<file path="src/sv/urlf_pkg.sv">
// Shared constants of the UART receive line buffer.
`default_nettype none
package urlf_pkg;

	localparam int DEFAULT_DEPTH = 32;

	localparam logic [7:0] CH_CR = 8'h0D;
	localparam logic [7:0] CH_LF = 8'h0A;

	// Request codes carried by req_type.
	localparam logic REQ_RX   = 1'b0;
	localparam logic REQ_READ = 1'b1;

	// Bit positions inside the sticky error vector.
	localparam int ERR_FRAME     = 0;
	localparam int ERR_OVERRUN   = 1;
	localparam int ERR_PARITY    = 2;
	localparam int ERR_RING_FULL = 3;
	localparam int ERR_W         = 4;

	typedef logic [ERR_W-1:0] err_vec_t;

endpackage
`default_nettype wire

</file>
<file path="src/sv/urlf_ram.sv">
// Generic single write port, single read port RAM with registered read data.
`default_nettype none
module urlf_ram #(
	parameter int WIDTH = 8,
	parameter int DEPTH = 32
) (
	input  wire                     clk,
	input  wire                     we,
	input  wire [$clog2(DEPTH)-1:0] waddr,
	input  wire [WIDTH-1:0]         wdata,
	input  wire                     re,
	input  wire [$clog2(DEPTH)-1:0] raddr,
	output logic [WIDTH-1:0]        rdata
);

	logic [WIDTH-1:0] mem_q [DEPTH];

	always_ff @(posedge clk) begin
		if (we) begin
			mem_q[waddr] <= wdata;
		end
		if (re) begin
			rdata <= mem_q[raddr];
		end
	end

endmodule
`default_nettype wire

</file>
<file path="src/sv/uart_rx_line_fifo.sv">
// Top level of the UART receive ring buffer with text line handling.
// This block buffers received characters for software. A word with req_type 0
// is a character from the line with its framing, overrun and parity flags; a
// word with req_type 1 is a software read that pops one character. The ring
// holds at most DEPTH-1 characters. A character that arrives while the ring
// is full is dropped and only the sticky ring-full flag records it. CR and LF
// are stored as a zero byte that ends a line and raise line_ready, unless the
// character before was also CR or LF, in which case nothing is stored. Error
// flags are sticky: error_alarm reports after every receive whether any flag
// is set, and a read that pops a character returns the flags and clears them.
// A read of an empty ring returns no_data and keeps the flags. Every word gives
// exactly one result word. The block accepts one word per clock cycle while
// in_stall is low. An accepted word first updates the ring state and starts
// the registered read of the ring memory, together with the memory read stage,
// and then passes to the output register. in_stall rises only when both the
// memory read stage and the output register are full and the consumer stalls.
`default_nettype none
module uart_rx_line_fifo
	import urlf_pkg::*;
#(
	parameter int DEPTH = DEFAULT_DEPTH
) (
	input  wire        clk,
	input  wire        arst_n,
	// Request side.
	input  wire        in_valid,
	output logic       in_stall,
	input  wire        req_type,
	input  wire  [7:0] rx_byte,
	input  wire        frame_error,
	input  wire        overrun_error,
	input  wire        parity_error,
	// Result side.
	output logic       out_valid,
	input  wire        out_stall,
	output logic       read_valid,
	output logic       no_data,
	output logic [7:0] read_byte,
	output logic       err_frame,
	output logic       err_overrun,
	output logic       err_parity,
	output logic       err_ring_full,
	output logic       line_ready,
	output logic       error_alarm
);

	localparam int IDX_W = $clog2(DEPTH);
	localparam logic [IDX_W-1:0] LAST_IDX = IDX_W'(DEPTH - 1);

	// Ring state. The indices point at the last written and the last read slot.
	logic [IDX_W-1:0] wr_idx_q;
	logic [IDX_W-1:0] rd_idx_q;
	logic [7:0]       prev_byte_q;
	err_vec_t         sticky_q;

	// Memory read stage.
	logic             valid_s1;
	logic             pop_s1;
	logic             no_data_s1;
	err_vec_t         errs_s1;
	logic             line_s1;
	logic             alarm_s1;

	// Output register.
	logic             out_valid_q;

	logic             accept;
	logic             s1_go;
	logic             out_free;
	logic             is_rx;
	logic [IDX_W-1:0] wr_next;
	logic [IDX_W-1:0] rd_next;
	logic             ring_full;
	logic             ring_empty;
	logic             byte_term;
	logic             prev_term;
	logic             store;
	logic             pop;
	logic             line_evt;
	logic [7:0]       store_byte;
	err_vec_t         line_errs;
	err_vec_t         sticky_next;
	logic [7:0]       ram_rdata;

	assign out_free = !out_valid_q || !out_stall;
	assign s1_go    = valid_s1 && out_free;
	assign in_stall = valid_s1 && !out_free;
	assign accept   = in_valid && !in_stall;

	assign is_rx   = (req_type == REQ_RX);
	assign wr_next = (wr_idx_q == LAST_IDX) ? '0 : wr_idx_q + 1'b1;
	assign rd_next = (rd_idx_q == LAST_IDX) ? '0 : rd_idx_q + 1'b1;

	// The ring keeps one slot free so that full and empty differ.
	assign ring_full  = (wr_next == rd_idx_q);
	assign ring_empty = (wr_idx_q == rd_idx_q);

	assign byte_term = (rx_byte == CH_CR) || (rx_byte == CH_LF);
	assign prev_term = (prev_byte_q == CH_CR) || (prev_byte_q == CH_LF);

	// A terminator right after another terminator is swallowed.
	assign store      = accept && is_rx && !ring_full && (!byte_term || !prev_term);
	assign line_evt   = is_rx && !ring_full && byte_term && !prev_term;
	assign store_byte = byte_term ? 8'h00 : rx_byte;
	assign pop        = accept && !is_rx && !ring_empty;

	// On a full ring the line flags of the dropped character are discarded.
	always_comb begin
		line_errs = '0;
		if (ring_full) begin
			line_errs[ERR_RING_FULL] = 1'b1;
		end else begin
			line_errs[ERR_FRAME]   = frame_error;
			line_errs[ERR_OVERRUN] = overrun_error;
			line_errs[ERR_PARITY]  = parity_error;
		end
	end

	assign sticky_next = sticky_q | line_errs;

	urlf_ram #(
		.WIDTH (8),
		.DEPTH (DEPTH)
	) u_ring (
		.clk   (clk),
		.we    (store),
		.waddr (wr_next),
		.wdata (store_byte),
		.re    (pop),
		.raddr (rd_next),
		.rdata (ram_rdata)
	);

	// Ring state update at the edge that accepts the word.
	always_ff @(posedge clk or negedge arst_n) begin
		if (!arst_n) begin
			wr_idx_q    <= '0;
			rd_idx_q    <= '0;
			prev_byte_q <= '0;
			sticky_q    <= '0;
		end else if (accept) begin
			if (is_rx) begin
				prev_byte_q <= rx_byte;
				sticky_q    <= sticky_next;
				if (store) begin
					wr_idx_q <= wr_next;
				end
			end else if (pop) begin
				rd_idx_q <= rd_next;
				sticky_q <= '0;
			end
		end
	end

	// Memory read stage: holds the result fields while the ring data is read.
	always_ff @(posedge clk or negedge arst_n) begin
		if (!arst_n) begin
			valid_s1 <= 1'b0;
		end else if (!valid_s1 || s1_go) begin
			valid_s1 <= accept;
		end
	end

	always_ff @(posedge clk) begin
		if (accept) begin
			pop_s1     <= pop;
			no_data_s1 <= !is_rx && ring_empty;
			errs_s1    <= pop ? sticky_q : '0;
			line_s1    <= line_evt;
			alarm_s1   <= is_rx && (sticky_next != '0);
		end
	end

	// Output register. The ring data stays stable while the stage waits,
	// because the memory is read only when a word is accepted.
	always_ff @(posedge clk or negedge arst_n) begin
		if (!arst_n) begin
			out_valid_q <= 1'b0;
		end else if (out_free) begin
			out_valid_q <= valid_s1;
		end
	end

	always_ff @(posedge clk) begin
		if (s1_go) begin
			read_valid    <= pop_s1;
			no_data       <= no_data_s1;
			read_byte     <= pop_s1 ? ram_rdata : 8'h00;
			err_frame     <= errs_s1[ERR_FRAME];
			err_overrun   <= errs_s1[ERR_OVERRUN];
			err_parity    <= errs_s1[ERR_PARITY];
			err_ring_full <= errs_s1[ERR_RING_FULL];
			line_ready    <= line_s1;
			error_alarm   <= alarm_s1;
		end
	end

	assign out_valid = out_valid_q;

	// A character offered to a full ring must not move the write index.
	a_full_no_write: assert property (@(posedge clk) disable iff (!arst_n)
		accept && is_rx && ring_full |=> wr_idx_q == $past(wr_idx_q))
		else $error("write index moved on a full ring");

	// A popped word never carries receive events or the empty mark.
	a_pop_result: assert property (@(posedge clk) disable iff (!arst_n)
		out_valid && read_valid |-> !no_data && !line_ready && !error_alarm)
		else $error("pop result carries receive fields");

	// The input is held back only when both stages are occupied.
	a_stall_cause: assert property (@(posedge clk) disable iff (!arst_n)
		in_stall |-> valid_s1 && out_valid_q && out_stall)
		else $error("input stalled with room in the pipeline");

	// A pop clears the sticky flags for the next word.
	a_pop_clears: assert property (@(posedge clk) disable iff (!arst_n)
		pop |=> sticky_q == '0)
		else $error("sticky flags survived a pop");

endmodule
`default_nettype wire
</file>
<file path="config.mk">
export PLATFORM = sky130hd
export DESIGN_NAME = uart_rx_line_fifo
export DESIGN_NICKNAME = d
export VERILOG_FILES = /design/src/sv/urlf_pkg.sv /design/src/sv/urlf_ram.sv /design/src/sv/uart_rx_line_fifo.sv
export SDC_FILE = /design/constraint.sdc
export NUM_CORES = 1
export LEC_CHECK = 0
export ABC_AREA = 1
export BUFFER_PORTS_ARGS = -buffer_cell sky130_fd_sc_hd__clkbuf_2
export CORE_MARGIN = 1
export CORE_UTILIZATION = 40
export CTS_BUF_LIST = sky130_fd_sc_hd__clkbuf_4 sky130_fd_sc_hd__clkbuf_8 sky130_fd_sc_hd__clkbuf_16
export DETAILED_ROUTE_END_ITERATION = 8
export PLACE_DENSITY = 0.62
export RECOVER_POWER = 100
export SLEW_MARGIN = 20
export SYNTH_ARGS = -nofsm -noshare
export SYNTH_HDL_FRONTEND = slang
export SYNTH_SLANG_ARGS = --single-unit
</file>
<file path="constraint.sdc">
create_clock -name clk -period 3.8 [get_ports clk]
set_clock_uncertainty 0.05 [all_clocks]
set_input_delay 0.38 -clock clk [delete_from_list [all_inputs] [get_ports clk]]
set_output_delay 0.38 -clock clk [all_outputs]
set_load 0.03 [all_outputs]
</file>
[Word level (Yosys, flattened, before mapping)]
Memory sizes are Yosys's and may differ from the RTL's. A register that Yosys moved wholly into a read port is not among the register bits.
Cells that the tools add are included.
Word-level totals
  output and inout bits: 18
  memories kept: 1
  bits in registers: 48
  memory bits (writable): 256
Operators by class
  bitwise operators: 2
  eq/ne operators: 9
  muxes and demuxes: 9
  reduce and logical (&&, ||, !) cells: 32
  add/subtract/negate cells: 2
Memory list
  u_ring.mem_q: words 32, bits a word 8, rd ports 1, clocked after Yosys merged registers in 1, wr ports 1, RTL line urlf_ram.sv:16  | logic [WIDTH-1:0] mem_q [DEPTH];
Operators with widths (count)
  8-bit by 4-bit equality test with 1-bit output (second input constant): 4
  1-bit logical AND: 13
  5-bit by 1-bit adder with 5-bit output (second input constant): 2
  5-bit equality test: 2
  5-bit equality test (second input constant): 2
  5-bit two-way mux: 2
  1-bit zero test: 9
  4-bit two-way mux: 2
  8-bit two-way mux: 1
  3-bit AND reduction: 2
  1-bit logical OR: 5
  4-bit bitwise OR: 1
  2-bit AND reduction: 2
  4-bit nonzero test: 1
  1-bit two-way mux: 3
  3-bit two-way mux: 1
  2-bit by 1-bit inequality test with 1-bit output (second input constant): 1
  1-bit NOT: 1

[Depth between registers and ports, before layout]
Gate-level depths: netlist (run 1).
  depth after elaboration: 11
  mapped depth: 16

[Modules after synthesis]
From an unflattened synthesis (run 1), not the netlist that was laid out.
Unflattened totals
  cells, all modules: 1167
  area total of the unflattened synthesis: 13120.1 um2
Modules (own cells, without submodules)
  urlf_ram: instances 1, seq. area each 7927.6 um2, area each 10866.7 um2, cells each 922
  uart_rx_line_fifo: instances 1, seq. area each 1321.3 um2, area each 2253.4 um2, cells each 245

[Least setup slack after synthesis (run 1)]
Ideal clock, no wire load.
  path type: register to register
  start: register wr_idx_q[1]
  end: memory u_ring.mem_q[0][0] (enable)
  required time: 3.380 ns
  cell stages (with the launch flop): 15
  setup slack: 1.145 ns
  arrival time: 2.235 ns
  cells stage by stage: dfrtp_1 ha_1 nand2_1 nor2_1 ha_1 inv_1 nand2_1 nand2_1 nor2_1 nand2_1 nor2_2 nand3_4 nand2_2 buf_4 nor2_1
On the way
  cells in the longest elaborated chain, start to end: 8
RTL lines
  start: declaration: RTL line uart_rx_line_fifo.sv:51  | logic [IDX_W-1:0] wr_idx_q;
  start signal: assignment: RTL line uart_rx_line_fifo.sv:146  | wr_idx_q <= wr_next;
  5-bit by 1-bit adder with 5-bit output or 5-bit equality test (tied branches): RTL line uart_rx_line_fifo.sv:91  | assign wr_next = (wr_idx_q == LAST_IDX) ? '0 : wr_idx_q + 1'b1;
  5-bit two-way mux *: RTL line uart_rx_line_fifo.sv:91
  named net u_ring.waddr[4]: RTL line urlf_ram.sv:9  | input wire [$clog2(DEPTH)-1:0] waddr,
  5-bit equality test: RTL line uart_rx_line_fifo.sv:95  | assign ring_full = (wr_next == rd_idx_q);
  1-bit zero test: RTL line uart_rx_line_fifo.sv:102  | assign store = accept && is_rx && !ring_full && (!byte_term || !prev_term);
  1-bit logical AND (2 in a row): RTL line uart_rx_line_fifo.sv:102
  1-bit two-way mux: RTL line urlf_ram.sv:19  | if (we) begin
  1-bit two-way mux (implied by the code): RTL line urlf_ram.sv:20  | mem_q[waddr] <= wdata;
  end: declaration: RTL line urlf_ram.sv:16
Mark *: on every way through the listed nets, which the timed path passes. The rest lies on a longest branch.

[Worst setup path in the final report (run 1)]
  start: register rd_idx_q[0]
  end: register u_ring.rdata[1], read port of u_ring.mem_q (data pin)
On the way
  cells in the longest elaborated chain, start to end: 3
RTL lines
  start: declaration: RTL line uart_rx_line_fifo.sv:52  | logic [IDX_W-1:0] rd_idx_q;
  start signal: assignment: RTL line uart_rx_line_fifo.sv:149  | rd_idx_q <= rd_next;
  parallel branches: the longest is 3 deep, another holds 5-bit by 1-bit adder with 5-bit output
  end: declaration: RTL line urlf_ram.sv:13  | output logic [WIDTH-1:0] rdata
Several ways; the timed one is not identified.
A chain may end at the register's enable or synchronous reset.

==> results.md, run 1 <==
* Max Slew Vio Count at roughly 270
* Clock Tree Buf Depth at 3
* Most frequent cells in the layout: edfxtp_1 (288), nor2_1 (226), o21ai_0 (164), nand2_1 (131), inv_1 (57)
* Synthesized Nets at 1131
* Crit Path Max Fanout at 32
* Die Width at 182 µm
* Via count at roughly 8.5k
* Tmin final at approximately 3.4 ns
* Static leakage at approximately 5 nW
* Post-synth ARST share at 7.69%
* Post-route ant nets at 0
* # nets final at 1161
* Clock power frac at 25.3%
* Initial antenna violation count at 0
* Number of diodes at 0
* Vias/cell at 5.34
* YS warnings at 0
* CTS Buf Count at 31
* Hold Crit Class: in2reg
* Io pins at 34
* Psw at ~4.6 mW
* Setup violations, final at 0
* H-tree depth at 1
* # DRC at 0
* Post-Synthesis Cell Area at around 13000 µm²
* Largest net degree at the start of global routing at 82
* Worst Path Arrival at 3.74 ns
* Average cell area after synthesis at about 12 µm²
* Clock Sink Count at 312
* Max Freq at 297 MHz
* Iteration-0 DRC Markers at 857
* Critical Path Sink Type: flip-flop
* Final WL at 31900 µm
* Global-route wire length before repair at between 40000 and 50000 µm
* First-pass DRT Iterations at 5
* Setup TNS at 0 ns
* Share of cells above drive strength 1 at under 10%
* Post-synth cell types at 34
* Crit-path slowest cell: clkinvlp_4
* Critical Path Source Type: flip-flop
* Routability-driven placement congestion ratio at slightly above 0.9
* Sw Share at slightly below 40%
* Post-Route Utilization at 45.8%
* Area Overhead vs Synth at 12.0%
* Mapped Cells at 1107
* Port bufs at 33
* Root Driver: clkbuf_16
* Worst Tran Pin Value at 2.14 ns
* Grt ovf at 0
* Clock Latency Late Sink at around 0.56 ns
* RSZ-0062 raised after global routing: false
* Peak supply drop at between 0.4 and 0.5 mV
* Status: finished with violations
* Seq pwr share at 36.0%
* Overall die height at 182 µm
* Crit path largest cell delay at 0.63 ns
* Period utilization at 88.7%
* CORE AREA at 31800 µm²
* Number of synthesized register bits at about 310
* Vias in the first global route at 8366
* Commonest non-fill, non-tap cell in the layout: edfxtp_1
* Req. time, crit path at 4.17 ns
* WL/cell at 20.0 µm
* P_int at 7.02 mW
* Final hold vios at 0
* Max-slew headroom at the worst pin at -42.8%
* Synth Flop Type: edfxtp_1
* Total die area at 33300 µm²
* CP cell instances: ha_2 > nand2_1 > nor2_1 > ha_1 > inv_1 > nand2_4 > clkinvlp_4 > o211ai_1 > nand3_1 > o21ai_0 > nand2_1 > nand2_1
* CTS tree: yes
* Most numerous cell on the critical path: nand2_1
* Max Cap Viol at 8
* Post-DP HPWL at between 15000 and 20000 µm
* Reg clk slew, reported paths at 0.06 ns
* Comb power frac at between 30 and 40%
* GR Util All Layers at 19.4%
* CP Class: reg2reg
* Failing checks: capacitance limit, slew limit
* Initial Utilization at 40.9%
* Rows at 65
* Sequential area share after synthesis at 71.1%
* Number of enable flip-flop cells after synthesis at 288
* Power Density at about 800 nW/µm²
[critical path, delay by kind of cell (launching register included)]
family | cells | cell delay [ns]
AOI/OAI and AO/OA | 2 | 0.51
adders and majority gates | 2 | 0.52
buffers and inverters | 2 | 0.73
DFF | 1 | 0.51
and+or+nand+nor | 6 | 0.88
[path summary, 6_finish.rpt]
check	startpoint	to	slack (ns)	cells after the start
min reg2reg	line_s1$_DFFE_PP_	line_ready$_DFFE_PP_	0.37	0
max	rd_idx_q[0]$_DFFE_PN0P_	u_ring.rdata[1]$_DFFE_PP_	0.43	12
min	in_valid	valid_s1$_DFFE_PN0P_	0.02	3
max in group asynchronous	arst_n	sticky_q[0]$_DFFE_PN0P_	2.33	2
min in group asynchronous	arst_n	out_valid$_DFFE_PN0P_	0.59	2
max reg2reg	rd_idx_q[0]$_DFFE_PN0P_	u_ring.rdata[1]$_DFFE_PP_	0.43	12
[cell families after synthesis]
logic type | Yosys count | synth area share (%)
simple gates | 409 | 12.7
flops | 312 | 71.1
compound gates | 245 | 10.5
fa+ha+maj | 8 | 0.769
xor+xnor | 5 | 0.481
buf+inv | 128 | 4.42
[state kept, by name (all words and copies together), names as in the netlist, 4 cells and up]
name	flops
u_ring.rdata	8
sticky_q	4
prev_byte_q	8
read_byte	8
rd_idx_q	5
u_ring.mem_q	256
wr_idx_q	5
errs_s1	4
[power groups by stage]
stage                     registers, mW  logic [mW]  clock network, mW
after floorplan                    4.25        3.01                  0
after global placement             4.25        4.47                  0
after detailed placement           4.25        4.46                  0
after CTS                          4.18        4.48               2.98
after global routing               4.21        4.94               3.11
final                              4.19        4.51               2.94
[cell type report]
class,count,area [µm²]
tap,435,544
clock buffer,44,898
fill,2907,17200
multi-input combinational,667,3190
sequential,312,9250
clock inverter,13,86.3
timing repair buffer,64,372
inverter,61,233
[cell usage after synthesis (3+ instances only)]
cell type / instances / share of area (%)
a21oi_1: 14 / 0.54
buf_1: 7 / 0.20
buf_2: 27 / 1.0
buf_4: 7 / 0.40
buf_6: 4 / 0.35
clkbuf_1: 22 / 0.63
dfrtp_1: 24 / 4.6
edfxtp_1: 288 / 66
ha_1: 8 / 0.77
inv_1: 57 / 1.6
nand2_1: 131 / 3.8
nand3_1: 23 / 0.88
nand3_2: 3 / 0.23
nand4_1: 6 / 0.29
nor2_1: 228 / 6.6
nor3_1: 10 / 0.38
o211ai_1: 45 / 2.6
o21ai_0: 158 / 6.1
o21ai_1: 14 / 0.54
o221ai_1: 5 / 0.34
o22ai_1: 8 / 0.38
xnor2_1: 3 / 0.20
[per-stage QoR]
step	cells	total power [mW]	setup slack, ns	area (µm²)	hold WS (ns)
final	1596	11.6	0.429	14600	0.0227
after global routing	1596	12.3	0.187	14600	0.0321
after CTS	1596	11.6	0.666	14700	0.00938
after detailed placement	1537	8.71	0.674	13600	0.355
after global placement	1537	8.72	0.773	13600	0.352
after floorplan	1107	7.27	1.14	13000	0.0344
[layer usage]
metal | GRT usage [%] | wire (µm)
met1 | 26.5 | 13400
met2 | 31.5 | 15000
met3 | 3.65 | 2820
met4 | 5.92 | 769
met5 | 0 | 0
[repair_timing]
item,CTS,global route
resized for setup,0,0
endpoints found under the hold margin,25,0
hold buffers,2,0
buffers inserted,0,0
Note: power is estimated with default switching activity, not from simulation.
==> inputs of run 2 (changes only) <==
--- a/config.mk
+++ b/config.mk
@@ -12,7 +12,7 @@
 export CTS_BUF_LIST = sky130_fd_sc_hd__clkbuf_4 sky130_fd_sc_hd__clkbuf_8 sky130_fd_sc_hd__clkbuf_16
 export DETAILED_ROUTE_END_ITERATION = 8
 export PLACE_DENSITY = 0.62
-export RECOVER_POWER = 100
+export RECOVER_POWER = 25
 export SLEW_MARGIN = 20
 export SYNTH_ARGS = -nofsm -noshare
 export SYNTH_HDL_FRONTEND = slang
==> run 2 against run 1 <==
The run still ends with capacitance limit, slew limit left. Via count decreased by 0.43%. Setup slack better by 0.23 ns. Global-route usage stayed put. Sequential power about the same. Critical path type unchanged. Clock power is essentially flat.
==> results.md, run 2 (synthesis results as in run 1) <==
* Status: finished with violations
* Failing checks: capacitance limit, slew limit
* Peak supply drop at 0.468 mV
* First-pass DRT Iterations at 5
* Clock Latency Late Sink at 0.56 ns
* Routability-driven placement congestion ratio at 0.920
* Placed Instance Area at around 14000 µm²
* Vias/cell at 5.31
* Cts hold-fix bufs at 2
* Share of cells above drive strength 1 at between 10% and 20%
* Commonest non-fill, non-tap cell in the layout: edfxtp_1
* Worst Tran Pin Value at about 2.2 ns
* Final hold vios at 0
* Max Slew Vio Count at 134
* Period utilization at 82.7%
* Initial antenna violation count at 0
* Post-DP HPWL at 19000 µm
* CTS Buf Count at 31
* Critical Path Source Type: flip-flop
* # DRC at 0
* Clock Sink Count at 312
* Die Width at 182 µm
* Number of diodes at 0
* Largest net degree at the start of global routing at 82
* Final WL at 31800 µm
* Tmin final at 3.14 ns
* Overall die height at 182 µm
* CP startpoint: wr_idx_q[1]$_DFFE_PN0P_
* Io pins at 34
* Crit Path Max Fanout at 20
* H-tree depth at 1
* Biggest register: u_ring.mem_q
* Max-slew headroom at the worst pin at -44.2%
* Max Cap Viol at 4
* Port bufs at 33
* CORE AREA at 31800 µm²
* Initial Utilization at 40.9%
* Clock Tree Buf Depth at 3
* Worst setup path end: u_ring.mem_q[12][6]$_DFFE_PP_
* Max Freq at 318 MHz
* Global-route wire length before repair at 48800 µm
* Area Overhead vs Synth at 12.4%
* Worst R2R Start: wr_idx_q[1]$_DFFE_PN0P_
* Via count at approximately 8.5k
* Vias in the first global route at 8366
* Max reg flops at 256
* Reg clk slew, reported paths at 0.06 ns
* DP Cell Count at 1537
* # nets final at 1161
* Most frequent cells in the layout: edfxtp_1 (288), nor2_1 (224), o21ai_0 (158), nand2_1 (131), inv_1 (57)
* Power Density at around 800 nW/µm²
* Fillers at just under 3k
* GR Util All Layers at 19.4%
* Total die area at around 33000 µm²
* Req. time, crit path at 3.93 ns
* Reg2reg setup slack at 0.66 ns
* Reg-to-reg endpoint: u_ring.mem_q[12][6]$_DFFE_PP_
* RSZ-0062 raised after global routing: false
* Post-route ant nets at 0
* Grt ovf at 0
* Rows at 65
* Setup violations, final at 0
* CTS tree: yes
* Final Non-Filler Cells at 1596
* CP Class: reg2reg
* WL/cell at 19.9 µm
* Setup TNS at 0 ns
* Cts repair resizes at 0
* Iteration-0 DRC Markers at 881
* Post-CTS setup repair buffer count at 0
* Design Area, Final at between 10000 and 15000 µm²
* Root Driver: clkbuf_16
* Static leakage at 5.11 nW
* Reg2Reg Depth at 14
* Hold Crit Class: in2reg
* Worst Path Arrival at 3.28 ns
* Critical Path Sink Type: flip-flop
-- run 2: cell count changes in the layout (fill, tap and decap cells not counted) --
cell / change
buf_4: +7
clkbuf_1: -24
clkbuf_2: +17
clkinv_4: +1
clkinvlp_4: -1
nand3_1: -2
nand3_2: +2
nor2_1: -2
nor2_2: +2
o21ai_0: -6
o21ai_1: +6
-- run 2: worst min path at each step --
stage / startpoint / end / slack [ns] / depth (start not counted)
after floorplan: arst_n / out_valid$_DFFE_PN0P_ / 0.03 / 0
after global placement: errs_s1[1]$_SDFFCE_PN0P_ / err_overrun$_DFFE_PP_ / 0.35 / 0
after detailed placement: errs_s1[2]$_SDFFCE_PN0P_ / err_parity$_DFFE_PP_ / 0.35 / 0
after CTS: overrun_error / sticky_q[1]$_DFFE_PN0P_ / 0.009 / 3
after global routing: overrun_error / sticky_q[1]$_DFFE_PN0P_ / 0.03 / 3
final: in_valid / valid_s1$_DFFE_PN0P_ / 0.02 / 3
-- run 2: layout make-up --
type                            instances  area, µm²  area share [%]
Sequential cell                       312       9250            63.2
Tap cell                              435        544            3.72
Multi-Input combinational cell        667       3200            21.9
Inverter                               61        234            1.60
Clock inverter                         13       86.3           0.590
Clock buffer                           44        898            6.14
Timing Repair Buffer                   64        419            2.86
-- run 2: per-stage QoR --
stage,utilization (%),hold slack (ns),total power [mW],setup WS (ns)
2_1_floorplan,-,0.0344,7.27,1.14
5_1_grt,46.0,0.0321,12.3,0.360
4_1_cts,46.1,0.00938,11.6,0.666
3_3_place_gp,42.9,0.352,8.72,0.773
6_report,46.0,0.0237,11.7,0.656
3_5_place_dp,42.9,0.355,8.71,0.674
-- run 2: layer usage --
layer / up-vias / part of all wire (%) / wire length, µm / GRT usage [%]
met5: - / 0 / 0 / 0
met1: 4121 / 43 / 13500 / 26.5
met4: 0 / 2.6 / 833 / 5.92
li1: 3955 / - / - / -
met3: 61 / 7.8 / 2470 / 3.65
met2: 345 / 47 / 15000 / 31.5
-- run 2: power by group --
part | internal, mW | switching (mW)
registers | 4.05 | 0.143
logic | 1.29 | 3.24
clock network | 1.70 | 1.24
total | 7.04 | 4.63
-- run 2: critical path, stage by stage, from the launching register on --
cell and delay [ns]:
dfrtp_1 0.50, ha_1 0.22, nand2_1 0.10, nor2_1 0.14, ha_1 0.31, inv_1 0.16, nand2_1 0.07, nand2_1 0.07
nor2_1 0.04, nand2_1 0.07, nor2_2 0.05, nand3_4 0.11, nand2_2 0.07, buf_4 0.25, nor2_1 0.55
